[src/rtl/mmwd_pkg.sv]
package mmwd_pkg;

  localparam int unsigned SampleW = 16;
  localparam int unsigned ColW    = 12;
  localparam int unsigned RowW    = 13;
  localparam int unsigned CountW  = 13;
  localparam int unsigned SkipW   = 24;
  localparam int unsigned CfgIdxW = 3;
  localparam int unsigned CfgDatW = 24;

  // Running extreme start values per sample mode
  localparam logic [SampleW-1:0] SMinInit  = 16'h7fff;  // 32767
  localparam logic [SampleW-1:0] SMaxInit  = 16'h8001;  // -32767
  localparam logic [SampleW-1:0] BMinInit  = 16'h00ff;  // 255
  localparam logic [SampleW-1:0] BMaxInit  = 16'h0000;
  localparam logic [SampleW-1:0] SignFlip  = 16'h8000;  // +32768 offset
  localparam logic [7:0]         ByteMask  = 8'hff;

  // Register reset values
  localparam logic [15:0]       SppReset    = 16'd0;
  localparam logic [CountW-1:0] PaReset     = 13'd900;
  localparam logic [RowW-1:0]   HeightReset = 13'd350;
  localparam logic [SkipW-1:0]  StartReset  = 24'd0;

  typedef enum logic [CfgIdxW-1:0] {
    REG_SPP    = 3'd0,
    REG_PA     = 3'd1,
    REG_HEIGHT = 3'd2,
    REG_START  = 3'd3,
    REG_BYTE   = 3'd4
  } cfg_reg_e;

  typedef struct packed {
    logic [15:0]       spp;
    logic [CountW-1:0] pa;
    logic [RowW-1:0]   height;
    logic [SkipW-1:0]  start;
    logic              byte_mode;
  } cfg_t;

  typedef struct packed {
    logic [SampleW-1:0] sample_word;
    logic               last_sample;
  } smp_t;

  typedef struct packed {
    logic [ColW-1:0] x_start;
    logic [RowW-1:0] y_start;
    logic [ColW-1:0] x_end;
    logic [RowW-1:0] y_end;
    logic            final_segment;
  } seg_t;

  // Closed window: extremes are two's complement (or zero-extended bytes)
  typedef struct packed {
    logic [SampleW-1:0] vmin;
    logic [SampleW-1:0] vmax;
    logic [ColW-1:0]    col;
    logic               ends;
  } win_t;

  typedef struct packed {
    logic [RowW-1:0] row_min;
    logic [RowW-1:0] row_max;
    logic [ColW-1:0] col;
    logic            ends;
  } row_t;

  // Restart request toward the stages, with the register values now in force
  typedef struct packed {
    logic start;
    cfg_t cfg;
  } restart_t;

endpackage

[src/rtl/mmwd_stream_if.sv]
interface mmwd_stream_if #(
  parameter type T = logic
);
  logic valid;
  logic ready;
  T     data;

  modport source (output valid, output data, input ready);
  modport sink   (input valid, input data, output ready);
endinterface

[src/rtl/mmwd_accum.sv]
module mmwd_accum
  import mmwd_pkg::*;
(
  input  logic     clk_i,
  input  logic     rst_ni,
  input  cfg_t     cfg_i,
  input  restart_t restart_i,
  input  logic     in_valid_i,
  input  smp_t     in_data_i,
  output logic     in_ready_o,
  output logic     win_valid_o,
  output win_t     win_o,
  input  logic     win_ready_i
);

  logic [SkipW-1:0]   skip_q, skip_d;
  logic [15:0]        fill_q, fill_d;
  logic [CountW-1:0]  col_q, col_d;
  logic [SampleW-1:0] min_q, min_d;
  logic [SampleW-1:0] max_q, max_d;
  logic               done_q, done_d;
  logic               win_valid_q, win_valid_d;
  win_t               win_q, win_d;

  logic               accept;
  logic               close_fire;

  assign in_ready_o  = !win_valid_q || win_ready_i;
  assign accept      = in_valid_i && in_ready_o;
  assign win_valid_o = win_valid_q;
  assign win_o       = win_q;

  always_comb begin
    logic [SampleW-1:0] lo, hi, mn, mx;
    logic [15:0]        fill_inc;
    logic [CountW:0]    col_inc;
    logic               ends;

    skip_d     = skip_q;
    fill_d     = fill_q;
    col_d      = col_q;
    min_d      = min_q;
    max_d      = max_q;
    done_d     = done_q;
    win_d      = win_q;
    close_fire = 1'b0;

    lo       = {8'h00, in_data_i.sample_word[7:0] & ByteMask};
    hi       = {8'h00, in_data_i.sample_word[15:8] & ByteMask};
    mn       = min_q;
    mx       = max_q;
    fill_inc = fill_q + 16'd1;
    col_inc  = {1'b0, col_q} + {{CountW{1'b0}}, 1'b1};
    ends     = in_data_i.last_sample || (col_inc >= {1'b0, cfg_i.pa});

    if (cfg_i.byte_mode) begin
      if (lo < mn) mn = lo;
      if (hi < mn) mn = hi;
      if (lo > mx) mx = lo;
      if (hi > mx) mx = hi;
    end else begin
      if ($signed(in_data_i.sample_word) < $signed(mn)) mn = in_data_i.sample_word;
      if ($signed(in_data_i.sample_word) > $signed(mx)) mx = in_data_i.sample_word;
    end

    if (restart_i.start) begin
      skip_d = restart_i.cfg.start;
      fill_d = '0;
      col_d  = '0;
      min_d  = restart_i.cfg.byte_mode ? BMinInit : SMinInit;
      max_d  = restart_i.cfg.byte_mode ? BMaxInit : SMaxInit;
      done_d = 1'b0;
    end else if (accept && !done_q) begin
      if (cfg_i.spp == '0 || cfg_i.pa == '0) begin
        if (in_data_i.last_sample) done_d = 1'b1;
      end else if (skip_q != '0) begin
        skip_d = skip_q - {{(SkipW-1){1'b0}}, 1'b1};
        if (in_data_i.last_sample) done_d = 1'b1;
      end else if (fill_inc < cfg_i.spp && !in_data_i.last_sample) begin
        fill_d = fill_inc;
        min_d  = mn;
        max_d  = mx;
      end else begin
        // window closes
        close_fire = 1'b1;
        win_d.vmin = mn;
        win_d.vmax = mx;
        win_d.col  = col_q[ColW-1:0];
        win_d.ends = ends;
        fill_d     = '0;
        col_d      = col_inc[CountW-1:0];
        min_d      = cfg_i.byte_mode ? BMinInit : SMinInit;
        max_d      = cfg_i.byte_mode ? BMaxInit : SMaxInit;
        if (ends) done_d = 1'b1;
      end
    end

    win_valid_d = win_valid_q;
    if (in_ready_o) win_valid_d = close_fire;
  end

  always_ff @(posedge clk_i or negedge rst_ni) begin
    if (!rst_ni) begin
      skip_q      <= StartReset;
      fill_q      <= '0;
      col_q       <= '0;
      min_q       <= SMinInit;
      max_q       <= SMaxInit;
      done_q      <= 1'b0;
      win_valid_q <= 1'b0;
    end else begin
      skip_q      <= skip_d;
      fill_q      <= fill_d;
      col_q       <= col_d;
      min_q       <= min_d;
      max_q       <= max_d;
      done_q      <= done_d;
      win_valid_q <= win_valid_d;
    end
  end

  always_ff @(posedge clk_i) begin
    win_q <= win_d;
  end

endmodule

[src/rtl/mmwd_scale.sv]
module mmwd_scale
  import mmwd_pkg::*;
(
  input  logic clk_i,
  input  logic rst_ni,
  input  cfg_t cfg_i,
  input  logic win_valid_i,
  input  win_t win_i,
  output logic win_ready_o,
  output logic row_valid_o,
  output row_t row_o,
  input  logic row_ready_i
);

  logic         row_valid_q;
  row_t         row_q, row_d;
  logic         take;
  logic [SampleW-1:0]      umin, umax;
  logic [SampleW+RowW-1:0] pmin, pmax;

  assign win_ready_o = !row_valid_q || row_ready_i;
  assign take        = win_valid_i && win_ready_o;
  assign row_valid_o = row_valid_q;
  assign row_o       = row_q;

  // Map both modes onto a 16-bit fraction: byte v becomes v<<8, sample s
  // becomes s+32768; the row is then H - (u*H >> 16).
  always_comb begin
    umin = cfg_i.byte_mode ? {win_i.vmin[7:0], 8'h00} : (win_i.vmin ^ SignFlip);
    umax = cfg_i.byte_mode ? {win_i.vmax[7:0], 8'h00} : (win_i.vmax ^ SignFlip);
    pmin = {{RowW{1'b0}}, umin} * {{SampleW{1'b0}}, cfg_i.height};
    pmax = {{RowW{1'b0}}, umax} * {{SampleW{1'b0}}, cfg_i.height};
    row_d.row_min = cfg_i.height - pmin[SampleW+RowW-1:SampleW];
    row_d.row_max = cfg_i.height - pmax[SampleW+RowW-1:SampleW];
    row_d.col     = win_i.col;
    row_d.ends    = win_i.ends;
  end

  always_ff @(posedge clk_i or negedge rst_ni) begin
    if (!rst_ni) begin
      row_valid_q <= 1'b0;
    end else if (win_ready_o) begin
      row_valid_q <= take;
    end
  end

  always_ff @(posedge clk_i) begin
    if (take) row_q <= row_d;
  end

endmodule

[src/rtl/mmwd_seg.sv]
module mmwd_seg
  import mmwd_pkg::*;
(
  input  logic     clk_i,
  input  logic     rst_ni,
  input  restart_t restart_i,
  input  logic     row_valid_i,
  input  row_t     row_i,
  output logic     row_ready_o,
  output logic     seg_valid_o,
  output seg_t     seg_o,
  input  logic     seg_ready_i
);

  logic            seg_valid_q, seg_valid_d;
  seg_t            seg_q, seg_d;
  logic [ColW-1:0] prev_col_q, prev_col_d;
  logic [RowW-1:0] prev_row_q, prev_row_d;
  logic            take;
  logic            emit;

  assign row_ready_o = !seg_valid_q || seg_ready_i;
  assign take        = row_valid_i && row_ready_o;
  assign seg_valid_o = seg_valid_q;
  assign seg_o       = seg_q;

  always_comb begin
    seg_d      = seg_q;
    prev_col_d = prev_col_q;
    prev_row_d = prev_row_q;
    emit       = 1'b0;

    if (row_i.row_min != row_i.row_max) begin
      // vertical span at this column
      emit          = 1'b1;
      seg_d.x_start = row_i.col;
      seg_d.y_start = row_i.row_min;
    end else if (prev_row_q != '0) begin
      // flat window: link from the previous point
      emit          = 1'b1;
      seg_d.x_start = prev_col_q;
      seg_d.y_start = prev_row_q;
    end
    seg_d.x_end         = row_i.col;
    seg_d.y_end         = row_i.row_max;
    seg_d.final_segment = row_i.ends;

    if (restart_i.start) begin
      prev_col_d = '0;
      prev_row_d = '0;
    end else if (take) begin
      prev_col_d = row_i.col;
      prev_row_d = row_i.row_max;
    end

    seg_valid_d = seg_valid_q;
    if (row_ready_o) seg_valid_d = take && emit;
  end

  always_ff @(posedge clk_i or negedge rst_ni) begin
    if (!rst_ni) begin
      seg_valid_q <= 1'b0;
      prev_col_q  <= '0;
      prev_row_q  <= '0;
    end else begin
      seg_valid_q <= seg_valid_d;
      prev_col_q  <= prev_col_d;
      prev_row_q  <= prev_row_d;
    end
  end

  always_ff @(posedge clk_i) begin
    if (take && emit) seg_q <= seg_d;
  end

endmodule

[src/rtl/min_max_waveform_decimator.sv]
// Path: a word that closes a window is registered in the accumulator record,
//   then in the scaler row register, then, if it yields a segment, in the output.
// Throughput: one sample word per cycle while not back-pressured; set by the
//   min/max update in the accumulator, with two 16x13 multipliers in the scaler.
// Reset: asynchronous, active low; registers return to their defaults and
//   the trace restarts. A write to a used register index also restarts the trace.
module min_max_waveform_decimator
  import mmwd_pkg::*;
(
  input  logic                clk_i,
  input  logic                rst_ni,
  input  logic                cfg_we_i,
  input  logic [CfgIdxW-1:0]  cfg_idx_i,
  input  logic [CfgDatW-1:0]  cfg_wdata_i,
  mmwd_stream_if.sink         smp_i,
  mmwd_stream_if.source       seg_o
);

  // Pipeline:
  //   accum - skips the start offset, tracks min/max per window, counts
  //           columns; a closing window lands in its record register.
  //   scale - maps both extremes to screen rows (one multiply each).
  //   seg   - chooses span / link / nothing and holds the previous point;
  //           its register is the output request.
  // Each stage frees its register when the next one takes it, so a new
  // request is taken while an earlier segment still waits downstream.

  cfg_t     cfg_q, cfg_d;
  restart_t restart;

  logic win_valid, win_ready;
  win_t win;
  logic row_valid, row_ready;
  row_t row;
  smp_t smp_data;
  seg_t seg_data;

  // Register file; a write to an unused index changes nothing and does not
  // restart the trace.
  always_comb begin
    cfg_d         = cfg_q;
    restart.start = 1'b0;
    if (cfg_we_i) begin
      restart.start = 1'b1;
      case (cfg_reg_e'(cfg_idx_i))
        REG_SPP:    cfg_d.spp       = cfg_wdata_i[15:0];
        REG_PA:     cfg_d.pa        = cfg_wdata_i[CountW-1:0];
        REG_HEIGHT: cfg_d.height    = cfg_wdata_i[RowW-1:0];
        REG_START:  cfg_d.start     = cfg_wdata_i[SkipW-1:0];
        REG_BYTE:   cfg_d.byte_mode = cfg_wdata_i[0];
        default:    restart.start   = 1'b0;
      endcase
    end
    restart.cfg = cfg_d;
  end

  always_ff @(posedge clk_i or negedge rst_ni) begin
    if (!rst_ni) begin
      cfg_q.spp       <= SppReset;
      cfg_q.pa        <= PaReset;
      cfg_q.height    <= HeightReset;
      cfg_q.start     <= StartReset;
      cfg_q.byte_mode <= 1'b0;
    end else begin
      cfg_q <= cfg_d;
    end
  end

  assign smp_data   = smp_i.data;
  assign seg_o.data = seg_data;

  mmwd_accum u_accum (
    .clk_i       (clk_i),
    .rst_ni      (rst_ni),
    .cfg_i       (cfg_q),
    .restart_i   (restart),
    .in_valid_i  (smp_i.valid),
    .in_data_i   (smp_data),
    .in_ready_o  (smp_i.ready),
    .win_valid_o (win_valid),
    .win_o       (win),
    .win_ready_i (win_ready)
  );

  mmwd_scale u_scale (
    .clk_i       (clk_i),
    .rst_ni      (rst_ni),
    .cfg_i       (cfg_q),
    .win_valid_i (win_valid),
    .win_i       (win),
    .win_ready_o (win_ready),
    .row_valid_o (row_valid),
    .row_o       (row),
    .row_ready_i (row_ready)
  );

  mmwd_seg u_seg (
    .clk_i       (clk_i),
    .rst_ni      (rst_ni),
    .restart_i   (restart),
    .row_valid_i (row_valid),
    .row_i       (row),
    .row_ready_o (row_ready),
    .seg_valid_o (seg_o.valid),
    .seg_o       (seg_data),
    .seg_ready_i (seg_o.ready)
  );

endmodule
[src/flat_wrapper.sv]
// flat-port wrapper written by rule: the top's interface ports become plain ports
module min_max_waveform_decimator_flat import mmwd_pkg::*;
  (clk_i, rst_ni, cfg_we_i, cfg_idx_i, cfg_wdata_i, smp_i_valid, smp_i_data, smp_i_ready, seg_o_valid, seg_o_data, seg_o_ready);
  mmwd_stream_if smp_i_i ();
  mmwd_stream_if seg_o_i ();
  input  logic clk_i;
  input  logic rst_ni;
  input  logic cfg_we_i;
  input  logic [CfgIdxW-1:0] cfg_idx_i;
  input  logic [CfgDatW-1:0] cfg_wdata_i;
  input wire logic [$bits(smp_i_i.valid)-1:0] smp_i_valid;
  input wire logic [$bits(smp_i_i.data)-1:0] smp_i_data;
  output wire logic [$bits(smp_i_i.ready)-1:0] smp_i_ready;
  output wire logic [$bits(seg_o_i.valid)-1:0] seg_o_valid;
  output wire logic [$bits(seg_o_i.data)-1:0] seg_o_data;
  input wire logic [$bits(seg_o_i.ready)-1:0] seg_o_ready;
  assign smp_i_i.valid = smp_i_valid;
  assign smp_i_i.data = smp_i_data;
  assign smp_i_ready = smp_i_i.ready;
  assign seg_o_valid = seg_o_i.valid;
  assign seg_o_data = seg_o_i.data;
  assign seg_o_i.ready = seg_o_ready;
  min_max_waveform_decimator u_core (.clk_i(clk_i), .rst_ni(rst_ni), .cfg_we_i(cfg_we_i), .cfg_idx_i(cfg_idx_i), .cfg_wdata_i(cfg_wdata_i), .smp_i(smp_i_i), .seg_o(seg_o_i));
endmodule
[config.mk]
export PLATFORM = sky130hd
export DESIGN_NAME = min_max_waveform_decimator_flat
export DESIGN_NICKNAME = d
export VERILOG_FILES = /design/src/rtl/mmwd_pkg.sv /design/src/rtl/mmwd_stream_if.sv /design/src/rtl/mmwd_accum.sv /design/src/rtl/mmwd_scale.sv /design/src/rtl/mmwd_seg.sv /design/src/rtl/min_max_waveform_decimator.sv /design/src/flat_wrapper.sv
export SDC_FILE = /design/constraint.sdc
export NUM_CORES = 1
export LEC_CHECK = 0
export ABC_AREA = 1
export BUFFER_PORTS_ARGS = -buffer_cell sky130_fd_sc_hd__buf_2
export CAP_MARGIN = 25
export CORE_ASPECT_RATIO = 1.75
export CORE_UTILIZATION = 49
export DETAILED_ROUTE_END_ITERATION = 10
export PLACE_DENSITY_LB_ADDON = 0.2
export SYNTH_ARGS = -nofsm -noshare
export SYNTH_HDL_FRONTEND = slang
export SYNTH_SLANG_ARGS = --single-unit
[constraint.sdc]
create_clock -name clk_i -period 7.4 [get_ports clk_i]
set_input_delay 1.11 -clock clk_i [delete_from_list [all_inputs] [get_ports clk_i]]
set_output_delay 1.11 -clock clk_i [all_outputs]
set_load 0.005 [all_outputs]
# == After elaboration in Yosys (flattened, before gate mapping) ==
# Cells that the tools add are included.
# totals
regBits,230
in_bits,33
wordCells,147
# classes
addsub,5
n_mul,2
magnitude_cmp,8
eq_ne,9
mux,61
bitwise_logic,6
n_reduce_logical,34
# op_table
cell,n
$mux 16,29
$mux 24,5
$mux 13,7
$mul 16x13->29,2
$gt 1x16->1 const A,3
$lt 1x16->1 const A,3
$mux 15,2
$sub 13x13->13,2
$mux 25,1
$reduce_bool 24->1,1
$sub 24x1->24 const B,1
$mux 1,17
$add 16x1->16 const B,1
$logic_not 16->1,1
$lt 16x16->1,1
$add 13x1->14 const B,1
$ge 14x13->1,1
$logic_not 13->1,1
$ne 13x13->1,1
$reduce_bool 13->1,1
$reduce_and 3->1,3
$eq 3x2->1 const B,2
$logic_and 1x1->1,6
$ne 2x1->1 const B,3
other kinds (13),30

# == Logic depth before layout (Yosys ltp) ==
# Gate-level depths: netlist of run 1.
# logic_depth
ltp_word,11
depth_mapped,35
ltp_nobuf,34

# == Hierarchy ==
# A second synthesis of run 1 with hierarchy kept.
# unflattened
cells_unflattened,3697
hier_area_um2,30691.9
# modules_own_cells
mod,n_inst,cells_per_inst,area_each_um2,seq_area_each_um2
mmwd_scale,1,1980,15701.3,1196.1
mmwd_accum,1,1130,9072.5,3549.7
mmwd_seg,1,281,3258.1,2182.1
min_max_waveform_decimator,1,306,2660.1,1689.1

# == Least setup slack after synthesis of run 1 ==
# Ideal clock, no wire load.
# synth_timing
path_type,flip-flop to flip-flop
from,reg u_core.cfg_q[0] (netlist name)
to,reg u_core.u_scale.row_q (netlist bit u_core.u_scale.row_o[36]) (data pin)
arrival_ps,6094
setup_slack_ps,1048
stages_incl_launch_ff,30
n_path_buf,2
period_less_slack_ps,6352
path_cell_list,dfrtp_1 > buf_6 > inv_6 > clkbuf_1 > nand2_1 > inv_1 > nand2_1 > fa_1 > fa_1 > fa_1 > inv_1 > fa_1 > inv_1 > fa_1 > inv_1 > ha_1 > a21oi_1 > a21boi_0 > o21bai_1 > a21oi_1 > xnor2_1 > ha_1 > inv_1 > fa_1 > nand3_1 > nand2_1 > a21oi_1 > nor3_1 > nor2_1 > xnor2_1
# synth_lines
item,line,rtl
"start, declared",min_max_waveform_decimator.sv:28,"cfg_t cfg_q, cfg_d;"
"start signal, assigned",min_max_waveform_decimator.sv:65,cfg_q <= cfg_d;
"end signal, assigned",mmwd_scale.sv:48,if (take) row_q <= row_d;
"end, declared",mmwd_scale.sv:16,"row_t row_q, row_d;"

==> results of run 1 <==
-- path summary, 6_finish.rpt --
path	from	slack, ns	endpoint	depth (start not counted)
setup / recovery	u_core.cfg_q[0]	0.28	u_core.u_scale.row_o[22]	26
hold / removal	u_core.u_scale.row_o[0]	0.47	u_core.u_seg.seg_o[0]	0
setup reg to reg	u_core.cfg_q[0]	0.28	u_core.u_scale.row_o[22]	26
hold reg to reg	u_core.u_scale.row_o[0]	0.47	u_core.u_seg.seg_o[0]	0
max in group asynchronous	rst_ni	5.57	u_core.cfg_q[29]	3
min in group asynchronous	rst_ni	0.67	u_core.u_accum.fill_q[10]	1
-- kinds of logic (layout without fill, tap and decap cells) --
family / count (synthesis) / in the layout / synth area share [%]
AOI/OAI and AO/OA: 379 / 379 / 8.80
xor gates and xnor gates: 93 / 93 / 3.17
adders and majority gates: 504 / 504 / 33.6
buffers and inverters: 767 / 856 / 11.5
DFF: 230 / 230 / 23.7
muxes: 8 / 8 / 0.351
and+or+nand+nor: 1147 / 1147 / 18.8
-- layout make-up --
cell class / instances / area, um^2 / share of cell area (%)
clock inverters: 11 / 98.8 / 0.355
repair buffers: 128 / 947 / 3.41
well taps: 672 / 841 / 3.02
flip-flops and latches: 230 / 6090 / 21.9
multi-input cells: 2131 / 16600 / 59.8
inverters: 690 / 2600 / 9.34
clock buffers: 27 / 611 / 2.20
-- layer usage --
layer	routed length (um)	up-vias	share of wire, %
met1	25800	10400	33
met5	0	-	0
li1	-	9781	-
met2	42300	616	55
met3	2650	289	3.4
met4	6390	0	8.3
-- Yosys cell counts (31+ instances only) --
library cell,number
o21ai_0,138
clkbuf_1,52
inv_1,672
nand2_1,615
ha_1,196
nor2_1,334
fa_1,308
edfxtp_1,61
dfrtp_1,142
xnor2_1,31
nand3_1,64
nand4_1,37
a21oi_1,116
xor2_1,62
-- sequential cells by signal, indices dropped and copies added (netlist names) --
register,count
u_core.cfg_q,67
u_core.u_accum.win_o,33
u_core.u_scale.row_o,27
u_core.u_accum.skip_q,24
u_core.u_accum.fill_q,16
u_core.u_accum.max_q,16
u_core.u_accum.min_q,16
u_core.u_accum.col_q,13
u_core.u_seg.prev_row_q,13
u_core.u_accum.done_q,1
u_core.u_accum.win_valid_o,1
u_core.u_scale.row_valid_o,1
u_core.u_seg.seg_o,1
u_core.u_seg.seg_valid_o,1
-- per-stage QoR --
stage	hold slack (ns)	util, %
3_5_place_dp	0.467	52.4
4_1_cts	0.484	53.8
5_1_grt	0.486	53.9
3_3_place_gp	0.450	52.4
2_1_floorplan	0.400	-
6_report	0.465	53.9
==> summary.txt, run 1 <==
Outcome
  – Status: complete, no violations

Worst setup path
  – Worst EP required: 7.69 ns
  – Worst-path maximum fanout: 18
  – Buffers & Inverters on Critical Path: 7
  – Slowest cell delay on critical path: about 0.56 ns
  – Top delay family on crit path: adder cells
  – WP data arrival: about 7.4 ns
  – Crit-path most repeated cell: fa_1
  – CP max-delay cell: fa_1
  – Startpoint class of the critical path: flop
  – Critical path endpoint category: flop
  – Crit Path Category: flop to flop

GRT
  – Initial antenna violation count: 0
  – GR peak layer: met2
  – Gr usage total: about 30%
  – Met1 Track Usage GR: 29.2%
  – Largest net degree at the start of global routing: 97
  – Vias in the first global route: around 22000
  – GRT overflow: 0
  – Global-route met2 utilization: between 50% and 60%
  – First-pass GRT wire length: 120 mm
  – M3 GR Usage: ~2.3%

Clock network
  – Clock Latency Late Sink: between 0.5 and 0.6 ns
  – Clk sinks: 230
  – TritonCTS buffer count: 21
  – H-tree depth: 1
  – Root Buffer: clkbuf_16
  – Clock Path Buffers: 3
  – Number of setup buffers added after CTS: 0
  – Post-CTS Hold Buffers: 0
  – PostCTS Resize Cnt: 0
  – CTS tree: done
  – Clock Pin Slew Worst Setup and Hold Paths: 0.07 ns

Die
  – Row cnt: between 100 and 150
  – Die Wd: 175 um
  – Core Area: about 0.052 mm^2
  – Die height: ~300 um
  – DIE AREA: 0.0533 mm^2
  – Starting Density: between 40% and 50%
  – I/O Pins: 36

Timing
  – Setup TNS: 0 ns
  – Fmax: approximately 140 MHz
  – Final Max Slew Viols: 0
  – Slew HR: 31.5%
  – Final worst-path cycle share: slightly below 100%
  – Worst Skew: between 0.03 and 0.04 ns
  – Min Tclk post-route: just over 7 ns
  – Final hold vios: 0
  – RSZ-0062 raised after global routing: false
  – Final worst slack: 0.282 ns
  – Worst-margin pin slew: 1.02 ns
  – Final setup vio count: 0

Synthesis
  – Asr flop ratio synth: 73.5%
  – Sequential fraction of the synthesis area: about a quarter
  – Most used DFF post-synth: dfrtp_1
  – Number of synthesized flops with an enable pin: slightly above 60
  – Top cells by area, synth: fa_1 (24%), dfrtp_1 (14%), inv_1 (9.8%)
  – Yosys reg bits: between 200 and 250
  – Dominant cell type by area after synthesis: fa_1
  – Unique masters post-synth: between 60 and 70
  – Synthesized area: ~0.026 mm^2
  – Share of Yosys cell area claimed by the top area cell type: roughly a quarter
  – Avg Cell Area, Syn: 8.20 um^2
  – Syn Nets: around 3700
  – Ys Warns: 0
  – Synthesized instance count: about 3100

Cells and area
  – Most frequent cells in the layout: inv_1 (672), nand2_1 (615), nor2_1 (334)
  – Final instance area: 0.0278 mm^2
  – Layout cells sized above 1: a little under 9%
  – Final net count: around 3700
  – # diodes: 0
  – Most common cell after layout, fill and taps aside: inv_1
  – Area Growth Syn to Fin: 8.38%
  – Fill count: between 4000 and 5000
  – Layout Cells excl Fill: about 3900

Placement
  – IO Port Bufs: 35
  – DP Cell Count: ~3800
  – DP Worst Slack: ~0.29 ns
  – DP Area: approximately 0.027 mm^2
  – Gpl congestion: between 1 and 1.5
  – Dpl hpwl: between 60 and 70 mm

Drt
  – Detailed Routing Iterations Pass 1: 7
  – Final wirelength: 77.2 mm
  – Starting DRT DRC Count: roughly 1100
  – Vias/cell: 5.43
  – Remaining antenna violation count: 0
  – Vias: about 21000
  – Drc violations: 0
  – Routed len/inst: between 15 and 20 um

Worst hold path
  – Worst min path class: flop to flop

Job
  – Max cap viols: 0
Power of run 1 is left out: the tool's default activity adds up to more than one toggle a clock period on the data nets, which glitch-free logic cannot reach.
==> run 2, diff against run 1 <==
clock period = 6.2 ns   (was 7.4 ns; I/O delays follow)
==> summary.txt, run 2 (synthesized netlist as in run 1, its figures left out) <==
Outcome
  – Status: finished, violations left
  – Failing checks: negative setup slack

Drt
  – Vias: 22300
  – Vias/cell: approximately 5.4
  – Final wirelength: between 80 and 90 mm
  – Starting DRT DRC Count: between 1000 and 1500
  – Remaining antenna violation count: 0
  – Drc violations: 0
  – Routed len/inst: about 20 um
  – Detailed Routing Iterations Pass 1: 8

Worst setup path
  – R2R cell count: 30
  – Crit path launch: u_core.cfg_q[0]
  – Setup slack, reg-to-reg: -0.40 ns
  – Crit Reg-Reg Endpoint: u_core.u_scale.row_o[25]
  – Critical path endpoint category: flop
  – CP max-delay cell: fa_2
  – Worst-path maximum fanout: 7
  – Slowest cell delay on critical path: 0.57 ns
  – Worst EP required: between 6 and 7 ns
  – Crit Path Category: flop to flop
  – WP data arrival: approximately 6.9 ns
  – Startpoint class of the critical path: flop
  – RR Startpoint: u_core.cfg_q[0]

Timing
  – Final hold vios: 0
  – Slew HR: 28.3%
  – Final worst slack: -0.396 ns
  – Worst-margin pin slew: around 1.1 ns
  – Min Tclk post-route: 6.60 ns
  – Fmax: about 150 MHz
  – Final setup vio count: 21
  – Final worst-path cycle share: 106%
  – RSZ-0062 raised after global routing: true
  – Worst Skew: about 0.014 ns
  – Final Max Slew Viols: 0

Clock network
  – Root Buffer: clkbuf_16
  – Clock Pin Slew Worst Setup and Hold Paths: approximately 0.07 ns
  – Post-CTS Hold Buffers: 0
  – CTS tree: done
  – Clock Latency Late Sink: 0.51 ns
  – TritonCTS buffer count: 20
  – Clock Path Buffers: 3
  – Clk sinks: 230
  – H-tree depth: 1

Cells and area
  – Multi-input logic area: 0.0190 mm^2
  – Max FFs per register: 67
  – Layout cells sized above 1: between 20% and 30%
  – Most frequent cells in the layout: inv_1 (614), nand2_1 (545), buf_4 (301)
  – Core Util, Final: 63.3%
  – # diodes: 0
  – Most common cell after layout, fill and taps aside: inv_1
  – Area Growth Syn to Fin: 27.3%
  – Fill count: 4364
  – FF/Latch Area: slightly above 0.006 mm^2
  – Top reg by flops: u_core.cfg_q
  – Final net count: 4012

Job
  – Max cap viols: 0

Die
  – Row cnt: between 100 and 150
  – DIE AREA: 0.0533 mm^2
  – Starting Density: about half
  – Die Wd: between 150 and 200 um
  – Die height: 305 um
  – Core Area: around 0.052 mm^2
  – I/O Pins: 36

GRT
  – Vias in the first global route: approximately 24000
  – Largest net degree at the start of global routing: 170
  – M3 GR Usage: 2.72%
  – Initial antenna violation count: 1
  – Met1 Track Usage GR: between 30 and 40%
  – GRT overflow: 0
  – Gr usage total: just over 30%
  – Global-route met2 utilization: between 50% and 60%
  – First-pass GRT wire length: around 130 mm
  – GR peak layer: met2

Worst hold path
  – Worst min path class: flop to flop
  – Hold Path Origin: u_core.u_scale.row_o[0]
  – Hold depth: 0
  – Min-Delay Endpoint: u_core.u_seg.seg_o[0]

Placement
  – Gpl congestion: 1.01
  – IO Port Bufs: 35
  – Dpl hpwl: between 60 and 70 mm
run 2: changes by cell type in the layout (fill, tap and decap cells not counted), sizes merged:
cell,before,now
inv,688,686
clkinvlp,1,3
buf,128,402
clkbuf,27,29
clkinv,11,7
run 2: how the worst max path moves through the flow:
stage | slack (ns) | depth (start not counted) | end
after floorplan | 0.01 | 30 | u_core.u_scale.row_o[36]
after global routing | -0.61 | 31 | u_core.u_scale.row_o[36]
after global placement | -0.70 | 29 | u_core.u_scale.row_o[19]
after detailed placement | -0.75 | 28 | u_core.u_scale.row_o[19]
after CTS | -0.42 | 30 | u_core.u_scale.row_o[36]
final | -0.40 | 30 | u_core.u_scale.row_o[25]
run 2: repair_timing:
action / in CTS / in global routing
cloned: 4 / 0
endpoints found under the setup margin: 24 / 24
resized for setup: 305 / 289
pin swaps: 64 / 175
buffers inserted: 26 / 22
run 2: area by class of cell:
cell class                 instances  area share, %
sequential                       230           18.7
tap                              672           2.57
inverter                         690           8.09
multi-input combinational       2131           58.2
timing repair buffer             402           10.4
clock buffer                      29           1.83
clock inverter                     7          0.214
run 2: through the flow:
step                setup WS (ns)  hold WS, ns  instances  instance area, um^2  TNS [ns]
finish                     -0.396        0.420       4161                32700     -5.56
detailed placement         -0.749        0.405       4078                29000    -11.44
CTS                        -0.416        0.422       4142                31300     -5.25
global placement           -0.704        0.405       4077                29000     -9.68
floorplan                  0.0135        0.400       3128                25700         0
global route               -0.606        0.424       4161                32700     -9.55
run 2: critical path, delay by kind of cell, from the launching register on:
kind	cells	cell delay, ns
AO/OA/AOI/OAI	1	0.12
AND/OR/NAND/NOR	14	1.61
adder cells (fa/ha/maj)	7	3.24
XOR/XNOR	1	0.31
flip-flops	1	0.43
buffers and inverters	7	0.62
run 2: per-layer routing:
layer  vias up  part of all wire [%]
li1      10300                     -
met1     11000                    34
met2       689                    55
met3       301                   3.6
met4         2                   7.9
met5         -                 0.027
Power of run 2 is left out for the same reason.
